--- src/hw/rtl/rle565_pkg.sv ---
// ----------------------------------------------------------------------------
// rle565_pkg
// shared types and constants for the rgb565 run-length pixel decoder
// ----------------------------------------------------------------------------
package rle565_pkg;

    localparam int unsigned PIX_W     = 16;
    localparam int unsigned RUN_W     = 16;
    localparam int unsigned CFG_IDX_W = 3;

    typedef logic [CFG_IDX_W-1:0] t_cfg_idx;

    localparam t_cfg_idx CFG_RLE_MODE       = t_cfg_idx'(0);
    localparam t_cfg_idx CFG_KEY_ENABLE     = t_cfg_idx'(1);
    localparam t_cfg_idx CFG_KEY_COLOR      = t_cfg_idx'(2);
    localparam t_cfg_idx CFG_BACKDROP_COLOR = t_cfg_idx'(3);
    localparam t_cfg_idx CFG_TINT_ENABLE    = t_cfg_idx'(4);
    localparam t_cfg_idx CFG_TINT_COLOR     = t_cfg_idx'(5);

    localparam logic [RUN_W-1:0] RUN_ONE = RUN_W'(1);

    typedef struct packed {
        logic             rle_mode;
        logic             key_enable;
        logic [PIX_W-1:0] key_color;
        logic [PIX_W-1:0] backdrop_color;
        logic             tint_enable;
        logic [PIX_W-1:0] tint_color;
    } t_cfg;

    typedef struct packed {
        logic             emit;
        logic [PIX_W-1:0] color;
        logic [RUN_W-1:0] run_length;
    } t_run;

endpackage

--- src/hw/rtl/rle565_pixel_decode_tint.sv ---
// ----------------------------------------------------------------------------
// rle565_pixel_decode_tint
// rgb565 run-length pixel decoder with colour key and tint
//
// words of an image body enter on the s_axis channel, tuser marking the
// first word of an image; pixel runs leave on m_axis as colour and length.
// registers are written on the cfg channel (always ready); the user must
// write them only while idle, as the block itself does not enforce it.
// an input register feeds the run decision and colour logic, whose result
// lands in the output register that drives m_axis_tvalid and m_axis_tdata;
// one word accepted per cycle sustained while the receiver does not stall.
// a count word that gives no copies is consumed without any output.
// when the receiver stalls, the output register holds its run and the
// input register still takes one more word before s_axis_tready drops.
// reset (synchronous, active low) clears the configuration registers, the
// run state and both pipeline valid flags.
// ----------------------------------------------------------------------------
module rle565_pixel_decode_tint
    import rle565_pkg::*;
(
    input  logic                   i_clk,
    input  logic                   i_rst_n,
    input  logic                   s_axis_tvalid,
    output logic                   s_axis_tready,
    input  logic [PIX_W-1:0]       s_axis_tdata,   // word
    input  logic                   s_axis_tuser,   // image_start
    output logic                   m_axis_tvalid,
    input  logic                   m_axis_tready,
    output logic [PIX_W+RUN_W-1:0] m_axis_tdata,   // color, run_length
    input  logic                   i_cfg_valid,
    output logic                   o_cfg_ready,
    input  t_cfg_idx               i_cfg_addr,
    input  logic [PIX_W-1:0]       i_cfg_data
);

    t_cfg             cfg;
    t_run             run;
    logic [PIX_W-1:0] fin_color;
    logic             out_free;
    logic             fire;

    logic             r_in_vld;
    logic [PIX_W-1:0] r_in_word;
    logic             r_in_start;
    logic             r_out_vld;
    logic [PIX_W-1:0] r_out_color;
    logic [RUN_W-1:0] r_out_len;

    rle565_cfg u_cfg (
        .i_clk       (i_clk),
        .i_rst_n     (i_rst_n),
        .i_cfg_valid (i_cfg_valid),
        .o_cfg_ready (o_cfg_ready),
        .i_cfg_addr  (i_cfg_addr),
        .i_cfg_data  (i_cfg_data),
        .o_cfg       (cfg)
    );

    rle565_parse u_parse (
        .i_clk         (i_clk),
        .i_rst_n       (i_rst_n),
        .i_fire        (fire),
        .i_word        (r_in_word),
        .i_image_start (r_in_start),
        .i_rle_mode    (cfg.rle_mode),
        .o_run         (run)
    );

    rle565_tint u_tint (
        .i_cfg   (cfg),
        .i_color (run.color),
        .o_color (fin_color)
    );

    assign out_free      = !r_out_vld || m_axis_tready;
    assign fire          = r_in_vld && out_free;
    assign s_axis_tready = !r_in_vld || out_free;
    assign m_axis_tvalid = r_out_vld;
    assign m_axis_tdata  = {r_out_len, r_out_color};

    always_ff @(posedge i_clk) begin
        if (!i_rst_n) begin
            r_in_vld <= 1'b0;
        end else if (s_axis_tready) begin
            r_in_vld <= s_axis_tvalid;
        end
    end

    always_ff @(posedge i_clk) begin
        if (s_axis_tvalid && s_axis_tready) begin
            r_in_word  <= s_axis_tdata;
            r_in_start <= s_axis_tuser;
        end
    end

    always_ff @(posedge i_clk) begin
        if (!i_rst_n) begin
            r_out_vld <= 1'b0;
        end else if (out_free) begin
            r_out_vld <= fire && run.emit;
        end
    end

    always_ff @(posedge i_clk) begin
        if (fire && run.emit) begin
            r_out_color <= fin_color;
            r_out_len   <= run.run_length;
        end
    end

    a_len_nonzero: assert property (@(posedge i_clk) disable iff (!i_rst_n)
        m_axis_tvalid |-> (m_axis_tdata[PIX_W+RUN_W-1:PIX_W] != '0))
        else $error("run of zero length on output");

    a_raw_single: assert property (@(posedge i_clk) disable iff (!i_rst_n)
        (fire && !cfg.rle_mode) |=>
            (m_axis_tvalid && (m_axis_tdata[PIX_W+RUN_W-1:PIX_W] == RUN_ONE)))
        else $error("raw word did not give a single pixel");

    a_stall_blocks: assert property (@(posedge i_clk) disable iff (!i_rst_n)
        (r_in_vld && r_out_vld && !m_axis_tready) |-> !s_axis_tready)
        else $error("input taken with both stages full");

    a_plain_color: assert property (@(posedge i_clk) disable iff (!i_rst_n)
        (fire && run.emit && !cfg.key_enable && !cfg.tint_enable) |=>
            (m_axis_tdata[PIX_W-1:0] == $past(run.color)))
        else $error("colour altered with key and tint off");

endmodule

--- src/hw/rtl/rle565_cfg.sv ---
// ----------------------------------------------------------------------------
// rle565_cfg
// configuration register file, written one register per transaction
// ----------------------------------------------------------------------------
module rle565_cfg
    import rle565_pkg::*;
(
    input  logic             i_clk,
    input  logic             i_rst_n,
    input  logic             i_cfg_valid,
    output logic             o_cfg_ready,
    input  t_cfg_idx         i_cfg_addr,
    input  logic [PIX_W-1:0] i_cfg_data,
    output t_cfg             o_cfg
);

    t_cfg r_cfg;

    assign o_cfg_ready = 1'b1;
    assign o_cfg       = r_cfg;

    always_ff @(posedge i_clk) begin
        if (!i_rst_n) begin
            r_cfg <= '0;
        end else if (i_cfg_valid) begin
            unique case (i_cfg_addr)
                CFG_RLE_MODE:       r_cfg.rle_mode       <= i_cfg_data[0];
                CFG_KEY_ENABLE:     r_cfg.key_enable     <= i_cfg_data[0];
                CFG_KEY_COLOR:      r_cfg.key_color      <= i_cfg_data;
                CFG_BACKDROP_COLOR: r_cfg.backdrop_color <= i_cfg_data;
                CFG_TINT_ENABLE:    r_cfg.tint_enable    <= i_cfg_data[0];
                CFG_TINT_COLOR:     r_cfg.tint_color     <= i_cfg_data;
                default: ;
            endcase
        end
    end

endmodule

--- src/hw/rtl/rle565_parse.sv ---
// ----------------------------------------------------------------------------
// rle565_parse
// run-length state and run decision for one word per cycle, advanced only on i_fire
// ----------------------------------------------------------------------------
module rle565_parse
    import rle565_pkg::*;
(
    input  logic             i_clk,
    input  logic             i_rst_n,
    input  logic             i_fire,
    input  logic [PIX_W-1:0] i_word,
    input  logic             i_image_start,
    input  logic             i_rle_mode,
    output t_run             o_run
);

    logic [PIX_W-1:0] r_last_color;
    logic             r_count_expected;
    logic             r_started;
    logic [PIX_W-1:0] n_last_color;
    logic             n_count_expected;
    logic             n_started;
    logic [RUN_W-1:0] count_m1;

    assign count_m1 = i_word - RUN_ONE;

    always_comb begin
        n_last_color     = r_last_color;
        n_count_expected = r_count_expected;
        n_started        = r_started;
        o_run.emit       = 1'b1;
        o_run.color      = i_word;
        o_run.run_length = RUN_ONE;
        if (!i_rle_mode) begin
            if (i_image_start) begin
                n_started        = 1'b0;
                n_count_expected = 1'b0;
            end
        end else if (i_image_start || !r_started) begin
            n_started        = 1'b1;
            n_count_expected = 1'b0;
            n_last_color     = i_word;
        end else if (r_count_expected) begin
            n_count_expected = 1'b0;
            o_run.emit       = (count_m1 != '0);
            o_run.color      = r_last_color;
            o_run.run_length = count_m1;
        end else begin
            n_count_expected = (i_word == r_last_color);
            n_last_color     = i_word;
        end
    end

    always_ff @(posedge i_clk) begin
        if (!i_rst_n) begin
            r_last_color     <= '0;
            r_count_expected <= 1'b0;
            r_started        <= 1'b0;
        end else if (i_fire) begin
            r_last_color     <= n_last_color;
            r_count_expected <= n_count_expected;
            r_started        <= n_started;
        end
    end

endmodule

--- src/hw/rtl/rle565_tint.sv ---
// ----------------------------------------------------------------------------
// rle565_tint
// colour keying followed by per-channel averaging with the tint colour
// ----------------------------------------------------------------------------
module rle565_tint
    import rle565_pkg::*;
(
    input  t_cfg             i_cfg,
    input  logic [PIX_W-1:0] i_color,
    output logic [PIX_W-1:0] o_color
);

    logic [PIX_W-1:0] keyed;
    logic [5:0]       sum_r;
    logic [6:0]       sum_g;
    logic [5:0]       sum_b;

    assign keyed = (i_cfg.key_enable && (i_color == i_cfg.key_color)) ?
                   i_cfg.backdrop_color : i_color;

    assign sum_r = {1'b0, keyed[15:11]} + {1'b0, i_cfg.tint_color[15:11]};
    assign sum_g = {1'b0, keyed[10:5]}  + {1'b0, i_cfg.tint_color[10:5]};
    assign sum_b = {1'b0, keyed[4:0]}   + {1'b0, i_cfg.tint_color[4:0]};

    assign o_color = i_cfg.tint_enable ? {sum_r[5:1], sum_g[6:1], sum_b[5:1]} : keyed;

endmodule

--- config.mk ---
export PLATFORM = sky130hd
export DESIGN_NAME = rle565_pixel_decode_tint
export DESIGN_NICKNAME = d
export VERILOG_FILES = /design/src/hw/rtl/rle565_pkg.sv /design/src/hw/rtl/rle565_pixel_decode_tint.sv /design/src/hw/rtl/rle565_cfg.sv /design/src/hw/rtl/rle565_parse.sv /design/src/hw/rtl/rle565_tint.sv
export SDC_FILE = /design/constraint.sdc
export NUM_CORES = 1
export LEC_CHECK = 0
export BUFFER_PORTS_ARGS = -buffer_cell sky130_fd_sc_hd__buf_2
export CORE_UTILIZATION = 30
export CTS_CLUSTER_SIZE = 12
export DETAILED_ROUTE_END_ITERATION = 8
export PLACE_DENSITY = 0.5
export SYNTH_ARGS = -nofsm -noshare
export SYNTH_HDL_FRONTEND = slang
export SYNTH_HIERARCHICAL = 1
export SYNTH_SLANG_ARGS = --single-unit
--- constraint.sdc ---
create_clock -name i_clk -period 5.2 [get_ports i_clk]
set_clock_uncertainty 0.2 [all_clocks]
set_input_delay 0.78 -clock i_clk [delete_from_list [all_inputs] [get_ports i_clk]]
set_output_delay 0.78 -clock i_clk [all_outputs]
set_load 0.005 [all_outputs]
==> run_results.csv <==
group,metric,value,unit
floorplanning,start_util,0.306,
sta,post-route-min-period,4.65,ns
worst_setup_path,worstSetupPathType,"reg -> reg",
cts,clk_pin_slew,0.06,ns
cts,insertion_delay,0.42,ns
worst_setup_path,cp-start-kind,"flip-flop",
synth,synth_edf_count,49,
synth,ys_warn_count,6,
detailed_routing,wl_met1,7500,um
power,irDropWorstVdd,148,uV
synth,avgSynthCellArea,9.92,um^2
global_routing,grt_pass1_vias,4995,
power,powerDensity,316,mW/mm^2
cts,clock_path_buffers,2,
job,cap_viol_max_count,0,
cts,postCtsSetupBuffers,0,
global_routing,track_usage,0.150,
placement,place.gp.congestion,0.819,
sta,whs,0.259,ns
detailed_routing,ant_nets,0,
power,power,2410,uW
cts,holdBufCountCts,0,
detailed_routing,avgRoutedWirePerCell,15.7,um
final_layout,antenna_cells,0,
detailed_routing,maxUsedRoutingLayer,"met4",
global_routing,grt_max_degree,68,
cts,cts-resized-gates,0,
detailed_routing,drtIter0Drc,329,
cts,cts.sink_count,120,
detailed_routing,routed-via-count,4768,
sta,clock.fmax,215,MHz
floorplanning,rows,53,
worst_setup_path,cp_max_fo,17,
global_routing,grt_overflow,0,
floorplanning,dieArea,0.0221,mm^2
synth,async_flop_share,0,
cts,tritoncts,"yes",
synth,synth_top_area_frac,0.228,
floorplanning,core_area,0.0211,mm^2
detailed_routing,wl,15800,um
final_layout,final_util,0.362,
placement,port_buffers,74,
sta,tightest_slew,1.24,ns
sta,max_slew_margin,0.171,
outcome,status,"complete, no violations",
synth,ys_ff_latch,120,
cts,htree_levels,4,
synth,synth_fp_nets,711,
sta,finalHoldViolations,0,
worst_setup_path,worstPathArrival,4.62,ns
detailed_routing,vias_per_cell,4.75,
placement,hpwl,11500,um
detailed_routing,drc,0,
worst_setup_path,crit_required,5.17,ns
sta,final-setup-viol-count,0,
detailed_routing,met2RoutedLength,7430,um
detailed_routing,first_pass_iters,4,
synth,syn-cell-area,0.00646,mm^2
synth,synth_area_leaders,"edfxtp_1, dfxtp_1, mux2i_1",
synth,ys.flop_type,"dfxtp_1",
final_layout,final_cell_mix,"nand2_1, buf_2, dfxtp_1, mux2i_1, edfxtp_1",
final_layout,drive_gt1_frac,0.201,
global_routing,antenna_found_initial,0,
power,total_leakage_power,0.00317,uW
floorplanning,dieHeight,149,um
sta,finalMaxSlewViolations,0,
synth,ys_types,63,
sta,tns,0,ns
worst_setup_path,crit_path_end_kind,"flip-flop",
hold_path,hold_path_class,"reg -> reg",
sta,rsz0062_at_grt,"false",
floorplanning,ioPinCount,76,
floorplanning,die_width,149,um
synth,synth_top_cell_by_area,"edfxtp_1",
global_routing,grt_pass1_wl,25600,um
cts,cts_buffers,17,
detailed_routing,wl_met3,561,um
synth,syn_inst,651,
final_layout,nNetsFinal,775,
synth,ys_seq_area_frac,0.448,
final_layout,layout.cells.most_common,"nand2_1",
cts,cts_root_buffer,"clkbuf_16",
final_layout,synthToLayoutAreaGrowth,18.2,%
sta,fin_crit_sh,0.895,
## registers in the layout (all words and copies together) (netlist names)
register and cells:
u_parse/r_count_expected 1, r_out_len 16, r_in_word 16, m_axis_tvalid 1
u_parse/r_last_color 16, u_parse/r_started 1, u_cfg/o_cfg 51, r_in_vld 1
r_in_start 1, r_out_color 16
## per-stage QoR
stage / cell area (um^2) / setup WS (ns) / cells
floorplan: 6460 / 1.06 / 651
global placement: 7030 / 0.698 / 971
detailed placement: 7030 / 0.571 / 971
CTS: 7630 / 0.546 / 1003
global route: 7630 / 0.242 / 1003
finish: 7630 / 0.547 / 1003
## layer usage
metal | vias up | global-route usage
li1 | 2399 | -
met1 | 2250 | 0.192
met2 | 102 | 0.250
met3 | 17 | 0.0313
met4 | 0 | 0.0557
met5 | - | 0
## synth_stat cells, types with 3 or more instances
cell type and number:
nor2_1 31, xor2_1 31, buf_4 4, edfxtp_1 49, buf_2 5, buf_6 5, or3_1 7, and2_1 8
mux2_2 11, nor4_1 4, a31oi_1 3, nand2_1 128, nand4_1 10, clkbuf_1 24, mux2_4 4, nor3_1 6
mux2i_1 70, nand3_1 11, nor4_2 4, a21oi_1 21, ha_1 16, xnor2_1 17, nor2b_1 20, o21ai_1 7
dfxtp_1 71, a21o_1 6, inv_1 11, fa_1 3, nand2b_1 3, o21ai_0 18
## power breakdown
part / total [uW] / switching, uW / internal, uW
Sequential: 1040 / 28.5 / 1010
Combinational: 189 / 110 / 79.2
Clock: 1180 / 452 / 730
## final timing paths
path                            cells past startpoint               to            start  slack, ns
worst max register to register                     14   r_out_color[9]       r_in_start       0.55
worst max-delay path                               14   r_out_color[9]       r_in_start       0.55
worst min register to register                      2  u_cfg/o_cfg[19]  u_cfg/o_cfg[19]       0.26
worst min-delay path                                2  u_cfg/o_cfg[19]  u_cfg/o_cfg[19]       0.26
## layout make-up
| cell class | instances | area, um^2 |
|---|---|---|
| repair buffers | 84 | 445 |
| clock inverters | 12 | 110 |
| inverters | 11 | 41.3 |
| flip-flops and latches | 120 | 2890 |
| multi-input cells | 481 | 3310 |
| fillers | 2142 | 13500 |
| well taps | 275 | 344 |
| clock buffers | 20 | 489 |
## cell families (layout without fill, tap and decap cells)
kind of cell	after synthesis	count (layout)	share of synthesized area
flip-flops	120	120	0.448
multiplexers	85	85	0.137
AO/OA/AOI/OAI	72	72	0.0676
buffers and inverters	50	127	0.0407
other	1	1	0.000581
adder cells (fa/ha/maj)	19	19	0.0403
AND/OR/NAND/NOR	256	256	0.201
XOR/XNOR	48	48	0.0651
## critical path, stage by stage, from the launching register on
cell and delay (ns):
edfxtp_1 0.40, nor2b_1 0.27, and3_1 0.55, o21ai_0 0.24, xor2_1 0.19, nor4_2 0.38
and3b_2 0.31, nand2_4 0.17, mux2_2 0.33, ha_1 0.35, a21oi_1 0.14, inv_1 0.06
or3_1 0.33, o21a_1 0.20, o221a_2 0.24
Note: power is estimated with default switching activity, not from simulation.
